===== config.mk =====
export PLATFORM = sky130hd
export DESIGN_NAME = omni_drive_wheel_mixer
export DESIGN_NICKNAME = d
export VERILOG_FILES = /design/src/design/odwm_pkg.sv /design/src/design/odwm_wheel.sv /design/src/design/omni_drive_wheel_mixer.sv
export SDC_FILE = /design/constraint.sdc
export NUM_CORES = 1
export LEC_CHECK = 0
export CORE_ASPECT_RATIO = 0.6
export CORE_MARGIN = 3
export CORE_UTILIZATION = 45
export DETAILED_ROUTE_END_ITERATION = 6
export DONT_BUFFER_PORTS = 1
export PLACE_DENSITY_LB_ADDON = 0.05
export SLEW_MARGIN = 20
export SYNTH_ARGS = -nofsm -noshare
export SYNTH_HDL_FRONTEND = slang
export SYNTH_HIERARCHICAL = 1
export SYNTH_SLANG_ARGS = --single-unit

===== constraint.sdc =====
create_clock -name aclk -period 6.5 [get_ports aclk]
set_clock_uncertainty 0.15 [all_clocks]
set_input_delay 0.325 -clock aclk [delete_from_list [all_inputs] [get_ports aclk]]
set_output_delay 0.325 -clock aclk [all_outputs]
set_load 0.1 [all_outputs]

===== src/design/odwm_pkg.sv =====
package odwm_pkg;

    // Widths of the stream payloads (fields packed from bit 0, padded to bytes)
    localparam int S_TDATA_W = 64;
    localparam int M_TDATA_W = 40;

    localparam int NUM_WHEELS = 4;

    // Magnitude limit of a wheel command
    localparam logic signed [9:0] WHEEL_MAX = 10'sd255;
    localparam logic signed [9:0] WHEEL_MIN = -10'sd255;

    // Operating modes carried on s_axis_tuser
    typedef enum logic {
        OP_SECTOR = 1'b0,
        OP_DIRECT = 1'b1
    } op_t;

    // Wheel index: right front, right rear, left rear, left front
    typedef enum logic [1:0] {
        WHL_RF = 2'd0,
        WHL_RR = 2'd1,
        WHL_LR = 2'd2,
        WHL_LF = 2'd3
    } wheel_idx_t;

    // Term applied to the speed for one wheel in sector mode
    typedef enum logic [2:0] {
        T_ZERO  = 3'd0,
        T_FULL  = 3'd1,
        T_HALF  = 3'd2,
        T_NFULL = 3'd3,
        T_NHALF = 3'd4
    } term_t;

    // One wheel's result: PWM compare value above, direction flag in the low bit
    typedef struct packed {
        logic [7:0] duty;
        logic       reverse;
    } wheel_out_t;

    // Per sector: right front, right rear, left rear, left front
    localparam term_t SECTOR_MIX [16][4] = '{
        '{T_FULL,  T_FULL,  T_NFULL, T_NFULL},
        '{T_FULL,  T_HALF,  T_NFULL, T_NHALF},
        '{T_FULL,  T_ZERO,  T_NFULL, T_ZERO },
        '{T_FULL,  T_NHALF, T_NFULL, T_HALF },
        '{T_FULL,  T_NFULL, T_NFULL, T_FULL },
        '{T_HALF,  T_NFULL, T_NHALF, T_FULL },
        '{T_ZERO,  T_NFULL, T_ZERO,  T_FULL },
        '{T_NHALF, T_NFULL, T_HALF,  T_FULL },
        '{T_NFULL, T_NFULL, T_FULL,  T_FULL },
        '{T_NFULL, T_NHALF, T_FULL,  T_HALF },
        '{T_NFULL, T_ZERO,  T_FULL,  T_ZERO },
        '{T_NFULL, T_HALF,  T_FULL,  T_NHALF},
        '{T_NFULL, T_FULL,  T_FULL,  T_NFULL},
        '{T_NHALF, T_FULL,  T_HALF,  T_NFULL},
        '{T_ZERO,  T_FULL,  T_ZERO,  T_NFULL},
        '{T_HALF,  T_FULL,  T_NHALF, T_NFULL}
    };

endpackage


===== src/design/odwm_wheel.sv =====
module odwm_wheel
    import odwm_pkg::*;
(
    input  op_t               operation,
    input  term_t             term,
    input  logic [7:0]        speed,
    input  logic signed [8:0] cmd,
    input  logic signed [8:0] heading_correction,
    output wheel_out_t        result
);

    logic signed [8:0] full;
    logic signed [8:0] half;
    logic signed [8:0] mixed;
    logic signed [9:0] sum;
    logic signed [9:0] clamped;
    logic signed [9:0] shifted;

    // Base command: sector term or direct value
    always_comb begin
        full = $signed({1'b0, speed});
        half = $signed({2'b00, speed[7:1]});
        if (operation == OP_DIRECT) begin
            mixed = cmd;
        end else begin
            case (term)
                T_FULL:  mixed = full;
                T_HALF:  mixed = half;
                T_NFULL: mixed = -full;
                T_NHALF: mixed = -half;
                T_ZERO:  mixed = 9'sd0;
                default: mixed = 9'sd0;
            endcase
        end
    end

    // Correction, clamp to +/-255, sign/duty split
    always_comb begin
        sum = 10'(mixed) + 10'(heading_correction);
        if (sum > WHEEL_MAX) begin
            clamped = WHEEL_MAX;
        end else if (sum < WHEEL_MIN) begin
            clamped = WHEEL_MIN;
        end else begin
            clamped = sum;
        end
        shifted = clamped + WHEEL_MAX;
        result.reverse = clamped[9];
        result.duty    = clamped[9] ? shifted[7:0] : clamped[7:0];
    end

endmodule


===== src/design/omni_drive_wheel_mixer.sv =====
// Pipeline: input register, then mix/correct/clamp logic into the result
//   register. Throughput: one transaction per cycle unless output stalls;
//   while a result waits on m_axis_tready, one more input transaction is
//   taken if the input register is empty.
// Reset: synchronous active-low aresetn clears both stage valid flags; no
//   result is presented until a new input transaction arrives.
module omni_drive_wheel_mixer
    import odwm_pkg::*;
(
    input  logic                 aclk,
    input  logic                 aresetn,

    input  logic                 s_axis_tvalid,
    output logic                 s_axis_tready,
    // [3:0] direction, [11:4] speed, [20:12] right_front_cmd,
    // [29:21] right_rear_cmd, [38:30] left_rear_cmd, [47:39] left_front_cmd,
    // [56:48] heading_correction, [63:57] zero
    input  logic [S_TDATA_W-1:0] s_axis_tdata,
    // [0] operation
    input  logic                 s_axis_tuser,

    output logic                 m_axis_tvalid,
    input  logic                 m_axis_tready,
    // [0] right_front_reverse, [8:1] right_front_duty, [9] right_rear_reverse,
    // [17:10] right_rear_duty, [18] left_rear_reverse, [26:19] left_rear_duty,
    // [27] left_front_reverse, [35:28] left_front_duty, [39:36] zero
    output logic [M_TDATA_W-1:0] m_axis_tdata
);

    logic              s1_valid_reg, s1_valid_next;
    logic              m_valid_reg, m_valid_next;
    logic              s1_ready, s2_ready;

    op_t               op_reg;
    logic [3:0]        dir_reg;
    logic [7:0]        speed_reg;
    logic signed [8:0] cmd_reg [NUM_WHEELS];
    logic signed [8:0] corr_reg;

    wheel_out_t        wheel_res [NUM_WHEELS];
    logic [M_TDATA_W-1:0] tdata_reg, tdata_next;

    // Stage handshakes
    assign s2_ready      = !m_valid_reg || m_axis_tready;
    assign s1_ready      = !s1_valid_reg || s2_ready;
    assign s_axis_tready = s1_ready;
    assign m_axis_tvalid = m_valid_reg;
    assign m_axis_tdata  = tdata_reg;

    always_comb begin
        s1_valid_next = s1_ready ? s_axis_tvalid : s1_valid_reg;
        m_valid_next  = s2_ready ? s1_valid_reg : m_valid_reg;
    end

    always_ff @(posedge aclk) begin
        if (!aresetn) begin
            s1_valid_reg <= 1'b0;
            m_valid_reg  <= 1'b0;
        end else begin
            s1_valid_reg <= s1_valid_next;
            m_valid_reg  <= m_valid_next;
        end
    end

    // Input register
    always_ff @(posedge aclk) begin
        if (s_axis_tvalid && s1_ready) begin
            op_reg          <= op_t'(s_axis_tuser);
            dir_reg         <= s_axis_tdata[3:0];
            speed_reg       <= s_axis_tdata[11:4];
            cmd_reg[WHL_RF] <= $signed(s_axis_tdata[20:12]);
            cmd_reg[WHL_RR] <= $signed(s_axis_tdata[29:21]);
            cmd_reg[WHL_LR] <= $signed(s_axis_tdata[38:30]);
            cmd_reg[WHL_LF] <= $signed(s_axis_tdata[47:39]);
            corr_reg        <= $signed(s_axis_tdata[56:48]);
        end
    end

    // Per-wheel mix, correction and clamp
    for (genvar w = 0; w < NUM_WHEELS; w++) begin : g_wheel
        odwm_wheel u_wheel (
            .operation          (op_reg),
            .term               (SECTOR_MIX[dir_reg][w]),
            .speed              (speed_reg),
            .cmd                (cmd_reg[w]),
            .heading_correction (corr_reg),
            .result             (wheel_res[w])
        );
    end

    assign tdata_next = {4'b0000, wheel_res[WHL_LF], wheel_res[WHL_LR],
                         wheel_res[WHL_RR], wheel_res[WHL_RF]};

    // Result register
    always_ff @(posedge aclk) begin
        if (s1_valid_reg && s2_ready) begin
            tdata_reg <= tdata_next;
        end
    end

endmodule


==> Yosys cells after proc, flatten, opt, wreduce, memory -nomap -nowiden <==
Memory sizes are Yosys's and may differ from the RTL's.
Cells that the tools add are included.
W data, S select, Z words.
{ "totals": {"romBits": 192, "out_inout_bits": 42, "n_memories": 2, "mem_bits_rw": 36, "input_bits": 69, "elab_cells": 75, "ff_bits": 60, "latchBits": 0} }
{ "memory_table": {"columns": ["memory", "depth", "width", "read_ports", "rd_ports_with_merged_regs", "write_ports", "line", "rtl"], "rows": [
  ["(no name shown)", 16, 12, 1, 0, 0, "omni_drive_wheel_mixer.sv:83", ".term (SECTOR_MIX[dir_reg][w]),"],
  ["cmd_reg", 4, 9, 4, 0, 4, "omni_drive_wheel_mixer.sv:37", "logic signed [8:0] cmd_reg [NUM_WHEELS];"]
]} }
{ "classes": {"multipliers": 0, "magnitude_cmp": 9, "addsub": 10, "n_bitwise": 1, "n_div": 0, "n_reduce_logical": 6, "muxes": 24, "n_eq_ne": 16, "shifts": 0} }
{ "ops": {"columns": ["cell", "count"], "rows": [
  ["$pmux W9 S4", 4],
  ["$mux W10", 8],
  ["$add A9 B9 Y10", 4],
  ["$gt A10 B9 Y1 const B", 4],
  ["$lt A10 B9 Y1 const B", 4],
  ["$mux W9", 4],
  ["$add A8 B1 Y8 const B", 4],
  ["$mux W8", 4],
  ["$eq A3 B2 Y1 const B", 8],
  ["$mux W12", 2],
  ["$eq A3 B1 Y1 const B", 4],
  ["$eq A3 B3 Y1 const B", 4],
  ["$neg A7 Y9", 1],
  ["$neg A8 Y9", 1],
  ["$ge A5 B5 Y1 const B", 1],
  ["$not A4 Y5", 1],
  ["$logic_and A1 B1 Y1", 2],
  ["$logic_not A1 Y1", 2],
  ["$logic_or A1 B1 Y1", 2],
  ["$mux W1", 2]
]} }

==> Depth between registers and ports, before layout <==
Gate-level depths: netlist (run 1).
{ "logic_depth": {"depth_word": 13, "depth_mapped": 29, "ltp_nobuf": 27} }

==> By module <==
Netlist (run 1), hierarchy kept.
{ "by_module_without_submodules": {"columns": ["mod", "area_per_inst_um2", "n_inst", "seq_area_each_um2", "cells_per_inst"], "rows": [
  ["odwm_wheel at g_wheel[0].u_wheel ...", 1365.1, 3, 0.0, 192],
  ["omni_drive_wheel_mixer", 3118.0, 1, 2862.7, 132],
  ["odwm_wheel at g_wheel[1].u_wheel", 1298.7, 1, 0.0, 181]
]} }

==> Worst setup path before layout (run 1) <==
OpenSTA, ideal clock, no wires.
{ "synth_timing": {"path_type": "register -> register", "startpoint": "register dir_reg[0]", "endpoint": "register tdata_reg[15] (netlist: m_axis_tdata[15]), data pin", "period_less_slack_ns": 5.703, "setup_ns": 0.274, "required_ns": 6.076, "arrival_time_ns": 5.279, "stages_incl_launch_ff": 25, "path_buffers": 2, "slack_ns": 0.797, "path_cell_list": "edfxtp_1 -> inv_1 -> ha_1 -> o21ai_1 -> o31a_1 -> clkbuf_1 -> o21ai_0 -> a32oi_1 -> o22ai_1 -> a22o_1 -> ha_1 -> and2_2 -> and3_4 -> o211a_1 -> o21a_4 -> o2bb2ai_4 -> inv_2 -> a311o_1 -> ha_1 -> clkbuf_1 -> nor2_1 -> or4b_2 -> nor3_1 -> xor2_1 -> o22ai_1"} }
{ "synth_between": {"elab_chain_len": 13, "word_cells_on_any_way": 17, "classes_between": "add/sub: 2; order compare: 2; eq/ne: 4; mux: 7; bitwise: 1; memory: 1"} }
{ "synth_rtl": {"columns": ["element", "line", "rtl"], "rows": [
  ["from (decl)", "omni_drive_wheel_mixer.sv:35", "logic [3:0] dir_reg;"],
  ["from (signal assigned)", "omni_drive_wheel_mixer.sv:69", "dir_reg <= s_axis_tdata[3:0];"],
  ["$not A4 Y5 (not written as such) *", "omni_drive_wheel_mixer.sv:83", null],
  ["$mem_v2 Z16 W12 *", null, null],
  ["$mux W12 * (2 in series)", null, null],
  ["$eq A3 B3 Y1 (tied with other cells)", "odwm_wheel.sv:26", "case (term)"],
  ["$pmux W9 S4 *", "odwm_wheel.sv:26", null],
  ["$mux W9 *", "odwm_wheel.sv:23", "if (operation == OP_DIRECT) begin"],
  ["$add A9 B9 Y10 *", "odwm_wheel.sv:39", "sum = 10'(mixed) + 10'(heading_correction);"],
  ["$lt A10 B9 Y1", "odwm_wheel.sv:42", "end else if (sum < WHEEL_MIN) begin"],
  ["$mux W10", "odwm_wheel.sv:42", null],
  ["$mux W10 *", "odwm_wheel.sv:40", "if (sum > WHEEL_MAX) begin"],
  ["$add A8 B1 Y8", "odwm_wheel.sv:47", "shifted = clamped + WHEEL_MAX;"],
  ["$mux W8 *", "odwm_wheel.sv:49", "result.duty = clamped[9] ? shifted[7:0] : clamped[7:0];"],
  ["named net tdata_next[15]", "omni_drive_wheel_mixer.sv:41", "logic [M_TDATA_W-1:0] tdata_reg, tdata_next;"],
  ["to (signal assigned)", "omni_drive_wheel_mixer.sv:97", "tdata_reg <= tdata_next;"],
  ["to (decl)", "omni_drive_wheel_mixer.sv:41", null]
]} }
The timed path passes the listed nets; every way through them passes the cells marked *. The select of a mux whose other input is x is not followed.
A chain may end at the register's enable or synchronous reset.

==> Worst setup path in the final report (run 1) <==
{ "layout_timing": {"startpoint": "register speed_reg[1]", "endpoint": "register tdata_reg[16] (netlist: m_axis_tdata[16]), data pin"} }
{ "layout_between": {"elab_chain_len": 9, "word_cells_on_any_way": 11, "classes_between": "add/sub: 4; order compare: 2; mux: 5"} }
{ "layout_rtl": {"columns": ["element", "line", "rtl"], "rows": [
  ["from (decl)", "omni_drive_wheel_mixer.sv:36", "logic [7:0] speed_reg;"],
  ["from (signal assigned)", "omni_drive_wheel_mixer.sv:70", "speed_reg <= s_axis_tdata[11:4];"],
  ["$neg A8 Y9 / $neg A7 Y9 (equally long branches)", "odwm_wheel.sv:29, odwm_wheel.sv:30", null],
  ["$pmux W9 S4 *", "odwm_wheel.sv:26", null],
  ["$mux W9 *", "odwm_wheel.sv:23", null],
  ["$add A9 B9 Y10 *", "odwm_wheel.sv:39", null],
  ["$lt A10 B9 Y1", "odwm_wheel.sv:42", null],
  ["$mux W10", "odwm_wheel.sv:42", null],
  ["$mux W10 *", "odwm_wheel.sv:40", null],
  ["$add A8 B1 Y8", "odwm_wheel.sv:47", null],
  ["$mux W8 *", "odwm_wheel.sv:49", null],
  ["named net tdata_next[16]", "omni_drive_wheel_mixer.sv:41", null]
]} }
The timed path passes the listed nets; every way through them passes the cells marked *.

==> metrics.md, run 1 <==
| Metric | Value |
|---|---|
| Die Outline Area | 0.0207 mm² |
| Biggest cell delay along the critical path | 0.53 ns |
| Die outline width | 184 µm |
| Post-synth cell types | 76 |
| Number of violations reported at the end of detailed-routing iteration 0 | 455 |
| Synth-to-layout area growth | 15.1% |
| Gate family responsible for the most delay along the worst path | compound AO/OA/AOI/OAI gates |
| Number of antenna violations at the first check in global routing | 1 |
| Starting utilization of the core area | 0.465 |
| Slew @ Worst Pin | 1.09 ns |
| Clock slew seen by the registers of the worst setup and hold paths | 0.07 ns |
| Most common cell after layout, fill and taps aside | edfxtp_1 |
| Count of flip-flops with a built-in enable after synthesis | 94 |
| Height of the die | 113 µm |
| Type of element launching the critical path | flop |
| Port Buffer Count | 0 |
| Largest net degree at the start of global routing | 59 |
| Hold Slack | 0.127 ns |
| Class of the worst hold path | input port to flop |
| Warning count from the yosys run | 6 |
| First-pass GRT wire length | 36700 µm |
| Most frequent cells in the layout | edfxtp_1, nand2_1, dlygate4sd3_1 |
| Global Route Usage Sum | 0.223 |
| Routed wirelength normalized by instance count | 18.9 µm |
| Setup repair after global routing missed its margin | no |
| Layout Nets | 1082 |
| Final critical-path share of the clock period | 0.933 |
| Maximum clock insertion buffer count | 2 |
| Arrival time at the worst endpoint | 6.08 ns |
| Number of detailed-route iterations in the first pass | 5 |
| Final Wtd Congestion | 0.860 |
| Fraction of registers with async set or reset after synthesis | 0 |
| Final ANT Viol Nets | 0 |
| Slew Viols, Final | 0 |
| Final number of hold-violating endpoints | 0 |
| Maximum fanout along the worst path | 9 |
| Number of fill cells in the layout | 1632 |
| Area of the mapped netlist | 0.00851 mm² |
| Number of global-route vias before repair | 7165 |
| Core outline area | 0.0183 mm² |
| Std-Cell Rows | 38 |
| Top-level I/O count | 111 |
| Main flop type after synthesis | edfxtp_1 |
| Proportion of layout cells with a drive suffix above 1 | 0.138 |
| Total power divided by cell area | 274 mW/mm² |
| Number of endpoints failing setup at the final stage | 0 |
| Worst-skew pair later-pin latency | 0.36 ns |
| Max-Slew Margin vs Limit | 0.268 |
| Yosys reg bits | 96 |
| Critical path buffers and inverters | 4 |
| Result of the run | complete, no violations |
| Sequential-to-total area share from yosys stat | 0.336 |
| Drt drc | 0 |
| Number of vias per cell after detailed routing | 5.96 |
| Remaining global-route overflow | 0 |
| Worst voltage drop across the vdd grid | 0.000191 V |
| LEAKAGE | 3.68 nW |
| Vias | 7123 |
| Endpoint type of the worst setup path | flop |
| Dpl hpwl | 17100 µm |
| Data required time at the worst endpoint | 6.52 ns |
| Clock tree sinks | 96 |
| CTS tree | yes |
| Minimum period implied by the final worst setup slack | 6.07 ns |
| DRT Wirelength | 22600 µm |
| Upper clock frequency limit | 165 MHz |
| Slowest-stage cell, CP | edfxtp_1 |
| Path type of the worst setup path | flop to flop |
| Count of max-cap constraint violations | 0 |
| Post-Syn Instances | 889 |
| Number of buffers added by the clock tree synthesis step | 9 |
| Clock H-tree levels | 3 |
| Final setup TNS | 0 ns |
| Clock Tree Root | clkbuf_16 |
| Average cell area after synthesis | 9.57 µm² |
| Most used cell, CP | ha_1 |
==> area by class of cell <==
class	count	area, µm²	share of cell area
diodes	1	2.50	0.000255
clock buffers	10	239	0.0244
clock inverters	6	95.1	0.00971
inverters	30	113	0.0115
multi-input cells	722	5350	0.546
flip-flops and latches	96	2860	0.292
well taps	240	300	0.0306
repair buffers	91	833	0.0850
==> logic make-up after synthesis <==
kind of cell | after synthesis | synth area share
compound gates | 251 | 0.218
xor+xnor | 63 | 0.0648
fa+ha+maj | 63 | 0.0961
buf+inv | 74 | 0.0410
flops | 96 | 0.336
mux | 38 | 0.0485
other cells | 1 | 0.000441
simple gates | 303 | 0.194
==> repair_timing <==
item,in CTS,in global routing
setup buffers,0,2
endpoints found under the setup margin,0,8
hold endpoints to repair,60,0
resized for setup,0,10
hold buffers,60,0
==> metrics by stage <==
| stage | power [mW] | util | cells | cell area (µm²) | setup WS, ns |
|---|---|---|---|---|---|
| 2_1_floorplan | 1.86 | - | 892 | 8520 | 0.797 |
| 3_3_place_gp | 2.03 | 0.482 | 1117 | 8820 | 0.478 |
| 3_5_place_dp | 2.06 | 0.482 | 1117 | 8820 | 0.209 |
| 4_1_cts | 2.70 | 0.533 | 1193 | 9760 | 0.168 |
| 5_1_grt | 2.86 | 0.535 | 1196 | 9800 | 0.0381 |
| 6_report | 2.69 | 0.535 | 1196 | 9800 | 0.434 |
==> synthesized netlist by cell type (11+ instances only) <==
cell type	n	area [µm²]
o22ai_1	25	156
xnor2_1	40	350
a32oi_1	11	96.3
ha_1	59	738
inv_1	29	109
nand3_1	25	125
mux2_2	26	293
edfxtp_1	94	2820
a21oi_1	46	230
mux2i_1	12	120
nand2b_1	15	93.8
nor2b_1	55	344
or2_2	11	68.8
a22oi_1	23	173
a21o_1	14	105
nor3_1	30	150
xor2_1	23	201
nand2_1	60	225
clkbuf_1	26	97.6
o21ai_0	41	205
nor2_1	53	199
==> routing by layer <==
metal | vias up | GRT usage | wire, µm
li1 | 3463 | - | -
met1 | 3429 | 0.308 | 10800
met2 | 206 | 0.354 | 10200
met3 | 25 | 0.0554 | 1350
met4 | 0 | 0.0502 | 299
met5 | - | 0 | 0
==> where the power goes <==
part,switching (mW),internal (mW)
Combinational,0.566,0.436
Clock,0.244,0.353
Sequential,0.307,0.783
==> path summary, 6_finish.rpt <==
check | cells past startpoint | slack [ns] | from | end
max | 26 | 0.43 | speed_reg[1] | m_axis_tdata[16]
min reg2reg | 1 | 0.45 | s1_valid_reg | m_axis_tvalid
min | 2 | 0.13 | m_axis_tready | m_axis_tvalid
max reg2reg | 26 | 0.43 | speed_reg[1] | m_axis_tdata[16]
Note: power is estimated with default switching activity, not from simulation.
==> run 2: changes to the inputs <==
clock period = 7.5 ns   (was 6.5 ns; I/O delays follow)
==> run 2 against run 1 <==
Critical path depth decreased by 4. Routed wire length increased by 0.11%. Sequential share of layout area increased by 0.58 points. Critical path type unchanged. Highest routed layer unchanged.
==> metrics.md, run 2 (synthesis results as in run 1) <==
| Metric | Value |
|---|---|
| Hold Slack | 0.0704 ns (was 0.127 ns) |
| Worst-skew pair later-pin latency | 0.36 ns (about the same) |
| Worst voltage drop across the vdd grid | 0.000150 V (was 0.000191 V) |
| Port Buffer Count | 0 (unchanged) |
| Die Outline Area | 0.0207 mm² (unchanged) |
| Most frequent cells in the layout | edfxtp_1, nand2_1, ha_1, dlygate4sd3_1, nor2b_1 (was edfxtp_1, nand2_1, dlygate4sd3_1) |
| Number of fill cells in the layout | 1631 (was 1632) |
| Maximum clock insertion buffer count | 2 (unchanged) |
| First-pass GRT wire length | 36900 µm (was 36700 µm) |
| Vias | 7113 (was 7123) |
| Starting utilization of the core area | 0.465 (unchanged) |
| Height of the die | 113 µm (unchanged) |
| Number of buffers inserted to repair setup after CTS | 0 (unchanged) |
| Number of endpoints failing setup at the final stage | 0 (unchanged) |
| Final critical-path share of the clock period | 0.894 (was 0.933) |
| Worst reg2reg startpoint | dir_reg[0] (was speed_reg[1]) |
| Die outline width | 184 µm (unchanged) |
| Number of violations reported at the end of detailed-routing iteration 0 | 518 (was 455) |
| Global Route Usage Sum | 0.223 (about the same) |
| DRT Wirelength | 22600 µm (about the same) |
| Minimum period implied by the final worst setup slack | 6.71 ns (was 6.07 ns) |
| Arrival time at the worst endpoint | 6.64 ns (was 6.08 ns) |
| Slew @ Worst Pin | 1.10 ns (was 1.09 ns) |
| Slew Viols, Final | 0 (unchanged) |
| Maximum fanout along the worst path | 17 (was 9) |
| Number of vias per cell after detailed routing | 6.04 (was 5.96) |
| Clock tree sinks | 96 (unchanged) |
| Clock H-tree levels | 3 (unchanged) |
| Proportion of layout cells with a drive suffix above 1 | 0.116 (was 0.138) |
| Routed wirelength normalized by instance count | 19.2 µm (was 18.9 µm) |
| Number of global-route vias before repair | 6963 (was 7165) |
| Class of the worst hold path | input port to flop (unchanged) |
| Setup repair after global routing missed its margin | no (unchanged) |
| Dpl hpwl | 17100 µm (about the same) |
| Max-Slew Margin vs Limit | 0.266 (was 0.268) |
| Destination of the worst register-to-register timing path | m_axis_tdata[15] (was m_axis_tdata[16]) |
| Worst setup slack after layout | 0.794 ns (was 0.434 ns) |
| CTS tree | yes (unchanged) |
| Path type of the worst setup path | flop to flop (unchanged) |
| Core outline area | 0.0183 mm² (unchanged) |
| Most common cell after layout, fill and taps aside | edfxtp_1 (unchanged) |
| Layout Nets | 1065 (was 1082) |
| Worst-case register-to-register setup slack | 0.79 ns (was 0.43 ns) |
| Remaining global-route overflow | 0 (unchanged) |
| Worst Hold Endpoint | s1_valid_reg (was m_axis_tvalid) |
| Clock Tree Root | clkbuf_16 (unchanged) |
| Cells on worst reg2reg path | 22 (was 26) |
| Largest net degree at the start of global routing | 59 (unchanged) |
| Upper clock frequency limit | 149 MHz (was 165 MHz) |
| Total power divided by cell area | 235 mW/mm² (was 274 mW/mm²) |
| Clock slew seen by the registers of the worst setup and hold paths | 0.07 ns (about the same) |
| Drt drc | 0 (unchanged) |
| Result of the run | complete, no violations (unchanged) |
| Type of element launching the critical path | flop (unchanged) |
| Final number of hold-violating endpoints | 0 (unchanged) |
| Top-level I/O count | 111 (unchanged) |
| Data required time at the worst endpoint | 7.43 ns (was 6.52 ns) |
| Synth-to-layout area growth | 12.9% (was 15.1%) |
| Std-Cell Rows | 38 (unchanged) |
| Final ANT Viol Nets | 0 (unchanged) |
| DP Worst Slack | 0.957 ns (was 0.209 ns) |
| Endpoint type of the worst setup path | flop (unchanged) |
| LEAKAGE | 3.57 nW (was 3.68 nW) |
| Number of buffers added by the clock tree synthesis step | 9 (unchanged) |
| Worst min-delay path startpoint | s_axis_tvalid (was m_axis_tready) |
| Hold Crit Depth | 2 (unchanged) |
| Number of detailed-route iterations in the first pass | 6 (was 5) |
| Number of antenna violations at the first check in global routing | 0 (was 1) |
| Final Wtd Congestion | 0.886 (was 0.860) |
| Final setup TNS | 0 ns (unchanged) |
| Count of max-cap constraint violations | 0 (unchanged) |
| Final antenna diode count | 0 (was 1) |
[run 2: cell count changes in the layout (fill, tap and decap cells not counted), moves of 2 or more]
cell       previous run  this run
inv_8                 0         3
inv_6                 3         1
nor2_1               51        53
nor2b_2               2         0
bufinv_16             2         0
nor2b_1              52        54
buf_4                31        14
nor2_2                2         0
[run 2: worst max path at each step]
stage / from / to / slack (ns)
after detailed placement: dir_reg[0] / m_axis_tdata[15] / 0.96
after CTS: dir_reg[0] / m_axis_tdata[14] / 0.91
after global placement: dir_reg[0] / m_axis_tdata[15] / 1.08
final: dir_reg[0] / m_axis_tdata[15] / 0.79
after floorplan: dir_reg[0] / m_axis_tdata[15] / 1.80
after global routing: dir_reg[0] / m_axis_tdata[14] / 0.39
[run 2: critical path: stages, from the launching register on]
cell,delay [ns]
edfxtp_1,0.38
inv_1,0.06
ha_1,0.32
o21ai_1,0.14
o31a_1,0.54
nor2_1,0.17
or2_2,0.31
a21oi_1,0.43
a22o_1,0.22
ha_1,0.29
a21o_1,0.21
a31o_1,0.22
o211a_1,0.26
o21a_4,0.24
o2bb2ai_4,0.25
inv_2,0.10
a311o_1,0.28
ha_1,0.40
nor2_1,0.23
or4b_2,0.64
nor3_1,0.25
xor2_1,0.23
o22ai_1,0.11
[run 2: layout make-up]
type / count / area, µm² / area share
multi-input cells: 722 / 5330 / 0.555
flip-flops and latches: 96 / 2860 / 0.298
repair buffers: 74 / 711 / 0.0740
well taps: 240 / 300 / 0.0313
clock buffers: 9 / 225 / 0.0234
inverters: 30 / 113 / 0.0117
clock inverters: 7 / 63.8 / 0.00664
[run 2: power breakdown]
| group | switching [mW] | internal (mW) | total, mW |
|---|---|---|---|
| logic | 0.482 | 0.366 | 0.849 |
| clock network | 0.224 | 0.233 | 0.458 |
| registers | 0.271 | 0.679 | 0.949 |
| total | 0.978 | 1.28 | 2.26 |
[run 2: metrics by stage]
step / utilization / instances / total power [mW] / instance area [µm²]
2_1_floorplan: - / 892 / 1.61 / 8520
3_3_place_gp: 0.476 / 1102 / 1.75 / 8710
3_5_place_dp: 0.476 / 1102 / 1.77 / 8710
4_1_cts: 0.524 / 1177 / 2.26 / 9590
5_1_grt: 0.525 / 1178 / 2.40 / 9610
6_report: 0.525 / 1178 / 2.26 / 9610
[run 2: per-layer routing]
metal | global-route usage | routed length, µm | up-vias
met3 | 0.0531 | 1450 | 17
met5 | 0 | 0 | -
met2 | 0.343 | 9920 | 260
li1 | - | - | 3427
met4 | 0.0487 | 238 | 0
met1 | 0.320 | 11000 | 3409
[run 2: timing repair]
action                                 CTS  global route
hold buffers                            59             0
resized for setup                        0             0
endpoints found under the hold margin   60             0
==> run 3: changes to the inputs <==
CTS_BUF_LIST = sky130_fd_sc_hd__clkbuf_4   (was default)
SYNTH_HIERARCHICAL = default   (was 1)
==> run 3 against run 2 <==
Non-clock buffer count rose by 2. Clock-buffer cell count unchanged. First-iteration DRC count rose by 13%.
==> metrics.md, run 3 <==
| Metric | Value |
|---|---|
| Leading cell types by count after synthesis | edfxtp_1, nor2_1, nand2_1 (was edfxtp_1, nand2_1, ha_1) |
| Yosys reg bits | 96 (unchanged) |
| Worst reg2reg startpoint | speed_reg[1] (was dir_reg[0]) |
| Post-Syn Instances | 819 (was 889) |
| Number of standard cells in the layout, taps in and fillers out | 1101 (was 1178) |
| Drt drc | 0 (unchanged) |
| Final Wtd Congestion | 0.943 (was 0.886) |
| Minimum period implied by the final worst setup slack | 6.79 ns (was 6.71 ns) |
| Clock H-tree levels | 3 (unchanged) |
| Biggest cell delay along the critical path | 0.59 ns (was 0.64 ns) |
| Maximum fanout along the worst path | 12 (was 17) |
| Upper clock frequency limit | 147 MHz (was 149 MHz) |
| Most frequent cells in the layout | edfxtp_1, nor2_1, dlygate4sd3_1 (was edfxtp_1, nand2_1, ha_1, dlygate4sd3_1, nor2b_1) |
| Endpoint type of the worst setup path | flop (unchanged) |
| Slew Viols, Final | 0 (unchanged) |
| Final number of hold-violating endpoints | 0 (unchanged) |
| DRT Wirelength | 22700 µm (was 22600 µm) |
| Synth top area share | 0.365 (was 0.332) |
| Result of the run | complete, no violations (unchanged) |
| Worst-skew pair later-pin latency | 0.53 ns (was 0.36 ns) |
| Worst min-delay path startpoint | s_axis_tdata[42] (was s_axis_tvalid) |
| Most common cell after layout, fill and taps aside | edfxtp_1 (unchanged) |
| Main flop type after synthesis | edfxtp_1 (unchanged) |
| Final critical-path share of the clock period | 0.905 (was 0.894) |
| Count of max-cap constraint violations | 0 (unchanged) |
| Class of the worst hold path | input port to flop (unchanged) |
| Total power divided by cell area | 234 mW/mm² (was 235 mW/mm²) |
| Area of the mapped netlist | 0.00774 mm² (was 0.00851 mm²) |
| Type of element launching the critical path | flop (unchanged) |
| DP Worst Slack | 0.652 ns (was 0.957 ns) |
| Synth top area cells | edfxtp_1, ha_1, xnor2_1, nor2_1, o21ai_0 (was edfxtp_1, ha_1, xnor2_1, nor2b_1, mux2_2) |
| Biggest area consumer among synthesized cells | edfxtp_1 (unchanged) |
| Hold Crit Depth | 1 (was 2) |
| Dpl hpwl | 17300 µm (was 17100 µm) |
| Std-Cell Rows | 36 (was 38) |
| Clock tree sinks | 96 (unchanged) |
| Height of the die | 108 µm (was 113 µm) |
| Worst setup slack after layout | 0.712 ns (was 0.794 ns) |
| Die outline width | 175 µm (was 184 µm) |
| Worst voltage drop across the vdd grid | 0.000160 V (was 0.000150 V) |
| Number of detailed-route iterations in the first pass | 5 (was 6) |
| Critical path cell sequence | inv_1 > ha_1 > nor4b_2 > nor3_1 > xor2_1 > a22oi_1 > o22ai_1 > mux2_2 > ha_1 > or3b_2 > o21ai_0 > or3b_1 > nor3b_2 > nand2_1 > o221ai_1 > ha_1 > nor2_1 > and2_1 > ha_1 > nor2b_1 > o21a_1 > or3b_2 > a21oi_1 > o21ai_0 (was inv_1 > ha_1 > o21ai_1 > o31a_1 > nor2_1 > or2_2 > a21oi_1 > a22o_1 > ha_1 > a21o_1 > a31o_1 > o211a_1 > o21a_4 > o2bb2ai_4 > inv_2 > a311o_1 > ha_1 > nor2_1 > or4b_2 > nor3_1 > xor2_1 > o22ai_1) |
| Remaining global-route overflow | 0 (unchanged) |
| Count of flip-flops with a built-in enable after synthesis | 94 (unchanged) |
| Final ANT Viol Nets | 0 (unchanged) |
| Worst-case register-to-register setup slack | 0.71 ns (was 0.79 ns) |
| Worst Hold Endpoint | cmd_reg[3][3] (was s1_valid_reg) |
| Data required time at the worst endpoint | 7.62 ns (was 7.43 ns) |
| Proportion of layout cells with a drive suffix above 1 | 0.0848 (was 0.116) |
| Number of endpoints failing setup at the final stage | 0 (unchanged) |
| Post-synth cell types | 80 (was 76) |
| Core outline area | 0.0165 mm² (was 0.0183 mm²) |
| Synth-to-layout area growth | 12.7% (was 12.9%) |
| Port Buffer Count | 0 (unchanged) |
| Setup repair after global routing missed its margin | no (unchanged) |
| Slew @ Worst Pin | 0.980 ns (was 1.10 ns) |
| Maximum clock insertion buffer count | 2 (unchanged) |
| Die Outline Area | 0.0189 mm² (was 0.0207 mm²) |
| Number of violations reported at the end of detailed-routing iteration 0 | 584 (was 518) |
| Starting utilization of the core area | 0.468 (was 0.465) |
| Number of global-route vias before repair | 6550 (was 6963) |
| Final setup TNS | 0 ns (unchanged) |
| Largest net degree at the start of global routing | 59 (unchanged) |
| Fraction of registers with async set or reset after synthesis | 0 (unchanged) |
| Number of vias per cell after detailed routing | 6.07 (was 6.04) |
| CTS tree | yes (unchanged) |
| Global Route Usage Sum | 0.247 (was 0.223) |
| Top-level I/O count | 111 (unchanged) |
| Clock Tree Root | clkbuf_4 (was clkbuf_16) |
| Number of fill cells in the layout | 1535 (was 1631) |
| Max-Slew Margin vs Limit | 0.345 (was 0.266) |
| First-pass GRT wire length | 35900 µm (was 36900 µm) |
| Layout Nets | 990 (was 1065) |
| Gate family responsible for the most delay along the worst path | simple AND/OR/NAND/NOR gates (was compound AO/OA/AOI/OAI gates) |
| Number of antenna violations at the first check in global routing | 0 (unchanged) |
| Average cell area after synthesis | 9.45 µm² (was 9.57 µm²) |
| Warning count from the yosys run | 0 (was 6) |
| Arrival time at the worst endpoint | 6.91 ns (was 6.64 ns) |
| Number of buffers added by the clock tree synthesis step | 9 (unchanged) |
| Clock slew seen by the registers of the worst setup and hold paths | 0.19 ns (was 0.07 ns) |
| Most used cell, CP | ha_1 (unchanged) |
| Placed instance count | 1023 (was 1102) |
| Final antenna diode count | 0 (unchanged) |
| Cells on worst reg2reg path | 24 (was 22) |
| Vias | 6680 (was 7113) |
| Critical path buffers and inverters | 1 (was 2) |
| Destination of the worst register-to-register timing path | m_axis_tdata[23] (was m_axis_tdata[15]) |
| Slowest-stage cell, CP | edfxtp_1 (was or4b_2) |
| Number of buffers inserted to repair setup after CTS | 0 (unchanged) |
| Sequential-to-total area share from yosys stat | 0.370 (was 0.336) |
| Routed wirelength normalized by instance count | 20.7 µm (was 19.2 µm) |
| Most instantiated library cell after synthesis | edfxtp_1 (unchanged) |
| Path type of the worst setup path | flop to flop (unchanged) |
| LEAKAGE | 3.22 nW (was 3.57 nW) |
## run 3: how the worst max path moves through the flow
| stage | from | to | slack, ns | cells past startpoint |
|---|---|---|---|---|
| after detailed placement | speed_reg[1] | m_axis_tdata[23] | 0.65 | 24 |
| final | speed_reg[1] | m_axis_tdata[23] | 0.71 | 24 |
| after global routing | dir_reg[2] | m_axis_tdata[23] | 0.22 | 22 |
| after floorplan | dir_reg[0] | m_axis_tdata[23] | 1.45 | 27 |
| after global placement | speed_reg[2] | m_axis_tdata[23] | 0.59 | 25 |
| after CTS | speed_reg[1] | m_axis_tdata[23] | 0.60 | 24 |
## run 3: worst reg2reg max path: cells and delay by family, from the launching register on
| kind | cells | cell delay (ns) |
|---|---|---|
| simple gates | 10 | 2.84 |
| buf+inv | 1 | 0.22 |
| flops | 1 | 0.59 |
| xor+xnor | 1 | 0.19 |
| fa+ha+maj | 4 | 1.22 |
| compound gates | 7 | 1.04 |
| mux | 1 | 0.31 |
## run 3: logic make-up after synthesis
| group | count (synthesis) | synth area share |
|---|---|---|
| xor+xnor | 59 | 0.0668 |
| other cells | 1 | 0.000484 |
| mux | 18 | 0.0255 |
| compound gates | 234 | 0.211 |
| fa+ha+maj | 53 | 0.0895 |
| flops | 96 | 0.370 |
| buf+inv | 68 | 0.0385 |
| simple gates | 290 | 0.199 |
## run 3: layer usage
metal / vias to the layer above / global-route usage / share of wire
met5: - / 0 / 0
met4: 0 / 0.0506 / 0.012
met3: 24 / 0.0902 / 0.094
met2: 266 / 0.360 / 0.41
met1: 3192 / 0.352 / 0.48
li1: 3198 / - / -
## run 3: power breakdown
| part | total [mW] | internal, mW | leakage (nW) | switching [mW] |
|---|---|---|---|---|
| clock | 0.293 | 0.0789 | 0.0741 | 0.214 |
| combinational | 0.808 | 0.334 | 2.22 | 0.474 |
| sequential | 0.941 | 0.678 | 0.920 | 0.263 |
## run 3: cell type report
type / instances / area, µm² / share of cell area
inverter: 27 / 101 / 0.0116
tap: 228 / 285 / 0.0327
clock inverter: 7 / 72.6 / 0.00832
multi-input combinational: 658 / 4610 / 0.528
timing repair buffer: 76 / 726 / 0.0832
sequential: 96 / 2860 / 0.328
clock buffer: 9 / 67.6 / 0.00775
## run 3: metrics by stage
| stage | power [mW] | cell area [µm²] | hold WS [ns] | utilization |
|---|---|---|---|---|
| final | 2.04 | 8720 | 0.306 | 0.528 |
| after global routing | 2.18 | 8720 | 0.266 | 0.528 |
| after CTS | 2.04 | 8720 | 0.262 | 0.527 |
| after detailed placement | 1.72 | 7960 | 0.324 | 0.481 |
| after global placement | 1.70 | 7960 | 0.324 | 0.481 |
| after floorplan | 1.55 | 7750 | 0.324 | - |
## run 3: what timing repair did
action	in CTS	in global routing
hold buffers	62	0
setup endpoints to repair	0	1
hold endpoints to repair	60	0
gates resized for setup	0	1
